[config.mk]
export PLATFORM = sky130hd
export DESIGN_NAME = battery_meter_display_encoder_top
export DESIGN_NICKNAME = d
export VERILOG_FILES = /design/src/hdl/bmde_pkg.sv /design/src/hdl/bmde_volt_digits.sv /design/src/hdl/bmde_pct_digits.sv /design/src/hdl/battery_meter_display_encoder_top.sv
export VERILOG_INCLUDE_DIRS = /design/src /design/src/hdl
export SDC_FILE = /design/constraint.sdc
export NUM_CORES = 1
export LEC_CHECK = 0
export ABC_AREA = 1
export BUFFER_PORTS_ARGS = -buffer_cell sky130_fd_sc_hd__buf_2
export CORE_MARGIN = 2
export CORE_UTILIZATION = 45
export CTS_CLUSTER_DIAMETER = 150
export DETAILED_ROUTE_END_ITERATION = 8
export PLACE_DENSITY = 0.63
export SYNTH_ARGS = -nofsm -noshare
export SYNTH_HDL_FRONTEND = slang
export SYNTH_SLANG_ARGS = --single-unit
[constraint.sdc]
create_clock -name clk -period 8.4 [get_ports clk]
set_input_delay 0.84 -clock clk [delete_from_list [all_inputs] [get_ports clk]]
set_output_delay 0.84 -clock clk [all_outputs]
set_load 0.01 [all_outputs]
[src/hdl/battery_meter_display_encoder_top_macros.svh]
// assertion helpers for the battery meter display encoder
`ifndef BATTERY_METER_DISPLAY_ENCODER_TOP_MACROS_SVH
`define BATTERY_METER_DISPLAY_ENCODER_TOP_MACROS_SVH
`ifndef SYNTH
`define BMDE_ASSERT_IMP(label, clk, rst_n, ante, cons) \
    label: assert property (@(posedge clk) disable iff (!rst_n) (ante) |-> (cons)) \
        else $error("bmde assertion failed");
`define BMDE_ASSERT_DLY2(label, clk, rst_n, ante, cons) \
    label: assert property (@(posedge clk) disable iff (!rst_n) (ante) |-> ##2 (cons)) \
        else $error("bmde assertion failed");
`else
`define BMDE_ASSERT_IMP(label, clk, rst_n, ante, cons)
`define BMDE_ASSERT_DLY2(label, clk, rst_n, ante, cons)
`endif
`endif

[src/hdl/bmde_pkg.sv]
`default_nettype none

package bmde_pkg;

    localparam int unsigned VOLT_W  = 16;
    localparam int unsigned STAT_W  = 8;
    localparam int unsigned MV_W    = 15;
    localparam int unsigned WORD_W  = 29;
    localparam int unsigned PCT_W   = 7;
    localparam int unsigned DIGIT_W = 4;
    localparam int unsigned SEG_W   = 7;
    localparam int unsigned BAR_W   = 5;

    localparam int unsigned SEG_RIGHT_LSB = 0;
    localparam int unsigned SEG_MID_LSB   = 7;
    localparam int unsigned SEG_LEFT_LSB  = 14;
    localparam int unsigned DP_BIT        = 21;
    localparam int unsigned VOLT_BIT      = 22;
    localparam int unsigned PCT_BIT       = 23;
    localparam int unsigned BAR_LSB       = 24;

    localparam logic [MV_W-1:0]  FULL_MV  = 15'd3800;
    localparam logic [MV_W-1:0]  EMPTY_MV = 15'd3000;
    localparam logic [PCT_W-1:0] PCT_FULL = 7'd100;
    localparam int unsigned      PCT_SHIFT = 3;

    localparam int unsigned MODE_PCT_BIT = 0;

    typedef struct packed {
        logic [DIGIT_W-1:0] left;
        logic [DIGIT_W-1:0] mid;
        logic [DIGIT_W-1:0] right;
        logic               left_on;
        logic               mid_on;
    } disp_digits_t;

    function automatic logic [SEG_W-1:0] seg_pattern(input logic [DIGIT_W-1:0] d);
        logic [SEG_W-1:0] p;
        case (d)
            4'd0:    p = 7'b0111111;
            4'd1:    p = 7'b0000011;
            4'd2:    p = 7'b1101101;
            4'd3:    p = 7'b1100111;
            4'd4:    p = 7'b1010011;
            4'd5:    p = 7'b1110110;
            4'd6:    p = 7'b1111110;
            4'd7:    p = 7'b0100011;
            4'd8:    p = 7'b1111111;
            4'd9:    p = 7'b1110111;
            default: p = '0;
        endcase
        return p;
    endfunction

    // filled from the top bit downward
    function automatic logic [BAR_W-1:0] level_bar(input logic [PCT_W-1:0] pct);
        logic [BAR_W-1:0] b;
        if (pct < 7'd5)
        begin
            b = 5'b00000;
        end
        else if (pct <= 7'd29)
        begin
            b = 5'b10000;
        end
        else if (pct <= 7'd49)
        begin
            b = 5'b11000;
        end
        else if (pct <= 7'd69)
        begin
            b = 5'b11100;
        end
        else if (pct <= 7'd89)
        begin
            b = 5'b11110;
        end
        else
        begin
            b = 5'b11111;
        end
        return b;
    endfunction

endpackage

`default_nettype wire

[src/hdl/bmde_volt_digits.sv]
`default_nettype none

module bmde_volt_digits (
    input  wire logic [bmde_pkg::MV_W-1:0] mv,
    output bmde_pkg::disp_digits_t         digits
);

    localparam logic [31:0] DIV10_MUL   = 32'd52429;
    localparam logic [31:0] DIV100_MUL  = 32'd5243;
    localparam logic [31:0] DIV1000_MUL = 32'd33555;

    logic [15:0] x;
    logic [31:0] p10;
    logic [31:0] p100;
    logic [31:0] p1000;
    logic [11:0] q1;
    logic [8:0]  q2;
    logic [5:0]  q3;
    logic [11:0] q2_x10;
    logic [8:0]  q3_x10;
    logic [11:0] d0_full;
    logic [8:0]  d1_full;
    logic [5:0]  d2_full;

    // round to tens, then take the three digits by reciprocal multiplies
    assign x     = {1'b0, mv} + 16'd5;
    assign p10   = {16'd0, x} * DIV10_MUL;
    assign p100  = {16'd0, x} * DIV100_MUL;
    assign p1000 = {16'd0, x} * DIV1000_MUL;

    assign q1 = p10[30:19];
    assign q2 = p100[27:19];
    assign q3 = p1000[30:25];

    assign q2_x10  = {q2, 3'b000} + {2'b00, q2, 1'b0};
    assign q3_x10  = {q3, 3'b000} + {2'b00, q3, 1'b0};
    assign d0_full = q1 - q2_x10;
    assign d1_full = q2 - q3_x10;

    always_comb
    begin
        if (q3 >= 6'd30)
        begin
            d2_full = q3 - 6'd30;
        end
        else if (q3 >= 6'd20)
        begin
            d2_full = q3 - 6'd20;
        end
        else if (q3 >= 6'd10)
        begin
            d2_full = q3 - 6'd10;
        end
        else
        begin
            d2_full = q3;
        end
    end

    always_comb
    begin
        digits.right   = d0_full[3:0];
        digits.mid     = d1_full[3:0];
        digits.left    = d2_full[3:0];
        digits.mid_on  = 1'b1;
        digits.left_on = (d2_full[3:0] != 4'd0);
    end

endmodule

`default_nettype wire

[src/hdl/bmde_pct_digits.sv]
`default_nettype none

module bmde_pct_digits (
    input  wire logic [bmde_pkg::MV_W-1:0]  mv,
    output logic      [bmde_pkg::PCT_W-1:0] pct,
    output bmde_pkg::disp_digits_t          digits
);

    localparam logic [14:0] DIV10_MUL = 15'd205;

    logic [bmde_pkg::MV_W-1:0] diff;
    logic [14:0]               prod;
    logic [3:0]                q;
    logic [6:0]                q_x10;
    logic [6:0]                d0_full;
    logic                      full;

    assign diff = mv - bmde_pkg::EMPTY_MV;

    always_comb
    begin
        if (mv >= bmde_pkg::FULL_MV)
        begin
            pct = bmde_pkg::PCT_FULL;
        end
        else if (mv <= bmde_pkg::EMPTY_MV)
        begin
            pct = '0;
        end
        else
        begin
            pct = diff[bmde_pkg::PCT_SHIFT +: bmde_pkg::PCT_W];
        end
    end

    // tens digit by reciprocal multiply
    assign prod    = {8'd0, pct} * DIV10_MUL;
    assign q       = prod[14:11];
    assign q_x10   = {q, 3'b000} + {2'b00, q, 1'b0};
    assign d0_full = pct - q_x10;
    assign full    = (pct == bmde_pkg::PCT_FULL);

    always_comb
    begin
        digits.right   = d0_full[3:0];
        digits.mid     = full ? 4'd0 : q;
        digits.left    = full ? 4'd1 : 4'd0;
        digits.left_on = full;
        digits.mid_on  = full || (q != 4'd0);
    end

endmodule

`default_nettype wire

[src/hdl/battery_meter_display_encoder_top.sv]
// battery meter display encoder
// input: pulse start with voltage_mv (signed millivolts) and status_bits;
// status_bits[0] high selects percent display, low selects volts as X.YZ
// busy is held low: a new word is taken on every cycle that start is high
// output: done strobes for one cycle with display_word, percent_level and
// sensor_error; the receiver takes the word in that cycle and cannot stall
// pipeline: an accepted word is held in one input register stage, then in one
// result register stage that drives done and the outputs; throughput is one
// word per cycle, set by the single pass of digit and level logic between
// the two
// a negative reading gives a zero display word, zero percent and
// sensor_error high
// reset: rst_n low clears the pipeline valid flags, so no done strobe comes
// out until a new word is started; words in flight at reset are dropped
`default_nettype none
`include "battery_meter_display_encoder_top_macros.svh"

module battery_meter_display_encoder_top (
    input  wire logic                                 clk,
    input  wire logic                                 rst_n,
    input  wire logic                                 start,
    output logic                                      busy,
    input  wire logic signed [bmde_pkg::VOLT_W-1:0]   voltage_mv,
    input  wire logic        [bmde_pkg::STAT_W-1:0]   status_bits,
    output logic                                      done,
    output logic             [bmde_pkg::WORD_W-1:0]   display_word,
    output logic             [bmde_pkg::PCT_W-1:0]    percent_level,
    output logic                                      sensor_error
);

    logic                                    in_valid_reg;
    logic signed [bmde_pkg::VOLT_W-1:0]      volt_reg;
    logic                                    mode_reg;

    logic                                    done_reg;
    logic        [bmde_pkg::WORD_W-1:0]      word_reg;
    logic        [bmde_pkg::PCT_W-1:0]       pct_reg;
    logic                                    err_reg;

    logic        [bmde_pkg::WORD_W-1:0]      word_next;
    logic        [bmde_pkg::PCT_W-1:0]       pct_next;
    logic                                    err_next;

    logic        [bmde_pkg::MV_W-1:0]        mv;
    logic        [bmde_pkg::PCT_W-1:0]       pct;
    bmde_pkg::disp_digits_t                  volt_digits;
    bmde_pkg::disp_digits_t                  pct_digits;
    bmde_pkg::disp_digits_t                  sel_digits;
    logic                                    accept;

    assign busy   = 1'b0;
    assign accept = start && !busy;

    always_ff @(posedge clk or negedge rst_n)
    begin
        if (!rst_n)
        begin
            in_valid_reg <= 1'b0;
            done_reg     <= 1'b0;
        end
        else
        begin
            in_valid_reg <= accept;
            done_reg     <= in_valid_reg;
        end
    end

    always_ff @(posedge clk)
    begin
        if (accept)
        begin
            volt_reg <= voltage_mv;
            mode_reg <= status_bits[bmde_pkg::MODE_PCT_BIT];
        end
        if (in_valid_reg)
        begin
            word_reg <= word_next;
            pct_reg  <= pct_next;
            err_reg  <= err_next;
        end
    end

    assign mv = volt_reg[bmde_pkg::MV_W-1:0];

    bmde_volt_digits u_volt_digits (
        .mv     (mv),
        .digits (volt_digits)
    );

    bmde_pct_digits u_pct_digits (
        .mv     (mv),
        .pct    (pct),
        .digits (pct_digits)
    );

    assign sel_digits = mode_reg ? pct_digits : volt_digits;
    assign err_next   = volt_reg[bmde_pkg::VOLT_W-1];

    always_comb
    begin
        word_next = '0;
        pct_next  = '0;
        if (!err_next)
        begin
            pct_next = pct;
            word_next[bmde_pkg::SEG_RIGHT_LSB +: bmde_pkg::SEG_W] =
                bmde_pkg::seg_pattern(sel_digits.right);
            if (sel_digits.mid_on)
            begin
                word_next[bmde_pkg::SEG_MID_LSB +: bmde_pkg::SEG_W] =
                    bmde_pkg::seg_pattern(sel_digits.mid);
            end
            if (sel_digits.left_on)
            begin
                word_next[bmde_pkg::SEG_LEFT_LSB +: bmde_pkg::SEG_W] =
                    bmde_pkg::seg_pattern(sel_digits.left);
            end
            word_next[bmde_pkg::DP_BIT]   = !mode_reg;
            word_next[bmde_pkg::VOLT_BIT] = !mode_reg;
            word_next[bmde_pkg::PCT_BIT]  = mode_reg;
            word_next[bmde_pkg::BAR_LSB +: bmde_pkg::BAR_W] = bmde_pkg::level_bar(pct);
        end
    end

    assign done          = done_reg;
    assign display_word  = word_reg;
    assign percent_level = pct_reg;
    assign sensor_error  = err_reg;

    `BMDE_ASSERT_DLY2(a_start_gives_done, clk, rst_n, accept, done)
    `BMDE_ASSERT_IMP(a_done_has_start, clk, rst_n, done, $past(accept, 2))
    `BMDE_ASSERT_IMP(a_error_blanks, clk, rst_n, done && sensor_error, (display_word == '0) && (percent_level == '0))
    `BMDE_ASSERT_IMP(a_one_mode_lit, clk, rst_n, done && !sensor_error, display_word[bmde_pkg::VOLT_BIT] != display_word[bmde_pkg::PCT_BIT])
    `BMDE_ASSERT_IMP(a_pct_in_range, clk, rst_n, done, percent_level <= bmde_pkg::PCT_FULL)

endmodule

`default_nettype wire
==> results of run 1 <==
repair_timing:
item	CTS	global route
buffers inserted	0	3
endpoints found under the hold margin	0	0
resized for setup	0	13
setup endpoints to repair	0	19
worst max-delay path, delay by kind of cell (launching register included):
kind                       cells  cell delay [ns]
DFF                            1             0.45
AOI/OAI and AO/OA              4             0.68
adders and majority gates      9             3.48
and+or+nand+nor               11             1.44
xor gates and xnor gates       3             0.45
buffers and inverters         12             1.23
stage by stage:
stage | setup slack (ns) | instance area [um2] | utilization (%)
3_3_place_gp | 0.295 | 16700 | 48.6
6_report | 0.515 | 16900 | 49.3
4_1_cts | 0.268 | 16800 | 49.0
2_1_floorplan | 0.518 | 15600 | -
3_5_place_dp | 0.314 | 16700 | 48.6
5_1_grt | -0.0280 | 16900 | 49.3
cell type report:
type                       count  area, um2
clock buffer                   5        125
clock inverter                 3       27.5
fill                        3356      17400
inverter                     495       1870
multi-input combinational   1312      12100
sequential                    55       1640
tap                          455        569
timing repair buffer          97        598
cell usage in the layout, fill, tap and decap left out, types with 3 or more instances in the layout:
cell type / count
a31oi_1: 6
fa_1: 185
buf_4: 39
xor2_2: 3
nand2_4: 8
nor2_4: 6
inv_2: 8
nand2_2: 17
o21ai_1: 5
a41oi_1: 3
or2_2: 7
a211oi_1: 4
nor2_1: 93
o21ai_0: 24
a21oi_2: 7
nand4_1: 15
xnor2_1: 20
nor3_1: 8
nor4_1: 5
inv_1: 483
nand3_1: 73
nor3_2: 3
nand2_1: 313
a21o_1: 6
nand3b_1: 14
buf_2: 57
ha_1: 350
nand3_2: 11
o21bai_1: 4
xor2_1: 26
edfxtp_1: 53
a21oi_1: 68
clkbuf_16: 5
nor2_2: 6
metal layers:
metal	global-route usage (%)	vias up	share of wire [%]
met2	35.8	229	46
met4	5.61	0	2.8
met1	29.9	5736	46
li1	-	6027	-
met3	4.17	51	5.6
met5	0	-	0
worst paths after layout:
check	cells after the start	start	to
worst max-delay path	39	volt_reg[0]	display_word[6]
worst min-delay path	1	rst_n	in_valid_reg
worst max register to register	39	volt_reg[0]	display_word[6]
worst min register to register	0	in_valid_reg	done
max in group asynchronous	1	rst_n	done
min in group clk	0	in_valid_reg	done
kinds of logic after synthesis:
family / Yosys count / synth area share, %
adder cells (fa/ha/maj): 536 / 51.9
AO/OA/AOI/OAI: 138 / 5.15
AND/OR/NAND/NOR: 588 / 17.4
other: 1 / 0.0240
buffers and inverters: 503 / 12.3
flip-flops: 55 / 10.5
XOR/XNOR: 49 / 2.75
==> flow_summary.json, run 1 <==
{
  "fin_cells": 2422,
  "area_growth_pct": 8.51,
  "clk_pin_slew_worst_paths_ns": 0.07,
  "clock_latency_ns": 0.31,
  "slew_headroom_pct": 47.6,
  "slew_violations": 0,
  "min_period_ns": 7.88,
  "num_vias": 12000,
  "dieArea_um2": 36200,
  "critical-path-slowest-cell": "fa_1",
  "final-hold-violation-count": 0,
  "start_util_pct": 45.4,
  "htree_levels": 2,
  "skew_ns": 0.00691,
  "portBuffers": 57,
  "cts-root-buf": "clkbuf_16",
  "setup_violations": 0,
  "via_per_inst": 4.97,
  "post_drt_wl_per_cell_um": 15.7,
  "netlist.area_leader.share_pct": 28.1,
  "cts_num_sinks": 55,
  "syn_area_um2": 15600,
  "synth_most_common_cell": "inv_1",
  "critPathMaxStageDelay_ns": 0.53,
  "cts-buffers-inserted": 5,
  "ys.flop_type": "edfxtp_1",
  "start_kind": "flip-flop",
  "ys_ff_latch": 55,
  "wirelength_mm": 38.0,
  "drc": 0,
  "critPathCaptureType": "flip-flop",
  "syn_inst": 1870,
  "syn_nets": 2433,
  "io_pins": 66,
  "arrival_ns": 8.04,
  "synth_area_leaders": "ha_1 28%, fa_1 24%, inv_1 12%",
  "core_um2": 34400,
  "grt_pass1_wl_mm": 61.9,
  "antenna_cells": 0,
  "avgSynthCellArea_um2": 8.34,
  "synth_cell_types": 52,
  "fmax_mhz": 127,
  "synth_commonest_cells": "484 x inv_1, 351 x ha_1, 313 x nand2_1",
  "hpwl_mm": 33.8,
  "die_w_um": 190,
  "tns_ns": 0,
  "die_h_um": 190,
  "grt_pass1_vias": 12100,
  "ant_nets": 0,
  "clock_path_buffers": 2,
  "cp_data_required_time_ns": 8.56,
  "placedCellCount": 2411,
  "outcome": "finished, final reports clean",
  "grt-ovfl-total": 0,
  "synth-edff-count": 53,
  "holdCritPathClass": "in -> async",
  "ys_warn_count": 0,
  "ys_seq_area_share_pct": 10.5,
  "drt-initial-drc-count": 606,
  "synthArstFlopShare_pct": 3.64,
  "place_congestion": 0.939,
  "nets": 2529,
  "largest_reg_flops": 28,
  "grt_max_degree": 26,
  "rows": 68,
  "drv_cap": 0,
  "antenna_found_initial": 0,
  "cts_tree": "built",
  "netlist.top_cell.by_area": "ha_1",
  "layout-drive-gt1-share_pct": 9.61,
  "post-route-period-util_pct": 93.9,
  "worst_pin_slew_ns": 0.777,
  "rrSetupSlack_ns": 0.52,
  "drt_pass1_iterations": 6,
  "crit_path_frequent_cell": "inv_1",
  "critical_path.max_fanout": 5,
  "worst_hold_slack_ns": 0.299,
  "postCtsHoldBufs": 0,
  "grt_usage_pct": 21.9,
  "timing_worst_setup_path_type": "reg -> reg"
}
Power of run 1 is not shown: default switching activity piles up to over one toggle a cycle in this logic, so the estimate is an artifact.
==> run 2: changes to the inputs <==
--- a/config.mk
+++ b/config.mk
@@ -12,6 +12,7 @@
 export CORE_UTILIZATION = 45
 export CTS_CLUSTER_DIAMETER = 150
 export DETAILED_ROUTE_END_ITERATION = 8
+export GPL_TIMING_DRIVEN = 0
 export PLACE_DENSITY = 0.63
 export SYNTH_ARGS = -nofsm -noshare
 export SYNTH_HDL_FRONTEND = slang
==> flow_summary.json, run 2 (synthesis results as in run 1) <==
{
  "drc": 0,
  "reg2reg_to": "display_word[6]",
  "rsz0062_at_grt": "yes",
  "arrival_ns": 8.13,
  "place_congestion": 0.906,
  "placedCellCount": 2386,
  "die_h_um": 190,
  "endpoint": "display_word[6]",
  "final-hold-violation-count": 0,
  "drt_pass1_iterations": 4,
  "holdCritPathClass": "in -> async",
  "ant_nets": 0,
  "core_um2": 34400,
  "skew_ns": 0.00848,
  "outcome": "finished, final reports clean",
  "rows": 68,
  "io_pins": 66,
  "mostFrequentLayoutCells": "477 x inv_1, 350 x ha_1, 309 x nand2_1",
  "grt_pass1_wl_mm": 62.4,
  "grt_pass1_vias": 12300,
  "area_growth_pct": 10.1,
  "fin_cells": 2430,
  "min_period_ns": 7.97,
  "worst_pin_slew_ns": 0.968,
  "via_per_inst": 4.96,
  "critPathCaptureType": "flip-flop",
  "num_vias": 12000,
  "cp_data_required_time_ns": 8.56,
  "die_w_um": 190,
  "layout-drive-gt1-share_pct": 11.0,
  "grt-ovfl-total": 0,
  "cts-root-buf": "clkbuf_16",
  "clock_latency_ns": 0.31,
  "htree_levels": 2,
  "wirelength_mm": 38.0,
  "post_drt_wl_per_cell_um": 15.7,
  "drt-initial-drc-count": 608,
  "post-route-period-util_pct": 94.9,
  "portBuffers": 57,
  "dieArea_um2": 36200,
  "slew_violations": 0,
  "regArea_um2": 1640,
  "grt_max_degree": 38,
  "slew_headroom_pct": 35.3,
  "antenna_found_initial": 1,
  "grt_usage_pct": 22.1,
  "cts_num_sinks": 55,
  "start_kind": "flip-flop",
  "cts-buffers-inserted": 5,
  "reg2regPathDepth": 29,
  "critPathMaxStageDelay_ns": 0.57,
  "rrSetupSlack_ns": 0.43,
  "clk_pin_slew_worst_paths_ns": 0.08,
  "crit_start": "volt_reg[0]",
  "cts_tree": "built",
  "drv_cap": 0,
  "num-fill-cells": 3367,
  "critical-path-slowest-cell": "ha_1",
  "finalCoreUtilization_pct": 50.0,
  "nets": 2536,
  "mostFrequentLayoutCell": "inv_1",
  "timing_worst_setup_path_type": "reg -> reg",
  "clock_path_buffers": 2,
  "fmax_mhz": 125,
  "multiInputGateArea_um2": 12300,
  "largest_reg_flops": 28,
  "tns_ns": 0,
  "hpwl_mm": 32.8,
  "critical_path.max_fanout": 10,
  "start_util_pct": 45.4,
  "setup_violations": 0,
  "r2r-start": "volt_reg[0]"
}
[run 2: final cells by class]
type                       count  area share, %
inverter                     495           11.0
clock inverter                 3          0.160
multi-input combinational   1312           71.3
buffer                         8          0.335
clock buffer                   5          0.728
timing repair buffer          96           3.54
sequential                    55           9.57
tap                          455           3.31
antenna                        1         0.0146
[run 2: how the worst min path moves through the flow]
stage,end,cells after the start
after floorplan,sensor_error,0
after global placement,sensor_error,0
after detailed placement,sensor_error,0
after CTS,in_valid_reg,1
after global routing,in_valid_reg,1
final,done,1
[run 2: critical path: cells and delay by family (launching register included)]
family                     cells  cell delay [ns]
and+or+nand+nor                7             1.06
buffers and inverters          6             0.98
DFF                            1             0.45
xor gates and xnor gates       2             0.36
adders and majority gates      9             4.31
AOI/OAI and AO/OA              5             0.65
[run 2: timing repair]
item	in CTS	in global routing
setup buffers	14	21
endpoints found under the setup margin	21	21
pin swaps	0	4
resized for setup	19	24
hold buffers	0	0
[run 2: routing by layer]
metal  vias to the layer above  routed length [um]  track usage, %
met5                         -                   0               0
met1                      5787               18000            31.1
met2                       185               17800            37.0
met4                         0                 776            4.38
li1                       6031                   -               -
met3                        38                1480            2.34
[run 2: through the flow]
stage               worst slack, ns  cell area [um2]  hold slack, ns
finish                        0.427            17200           0.299
global route                -0.0331            17200           0.284
global placement              -1.35            16500           0.437
CTS                          0.0607            16900           0.294
floorplan                     0.518            15600           0.424
detailed placement            -1.12            16500           0.444
Power of run 2 is left out for the same reason.
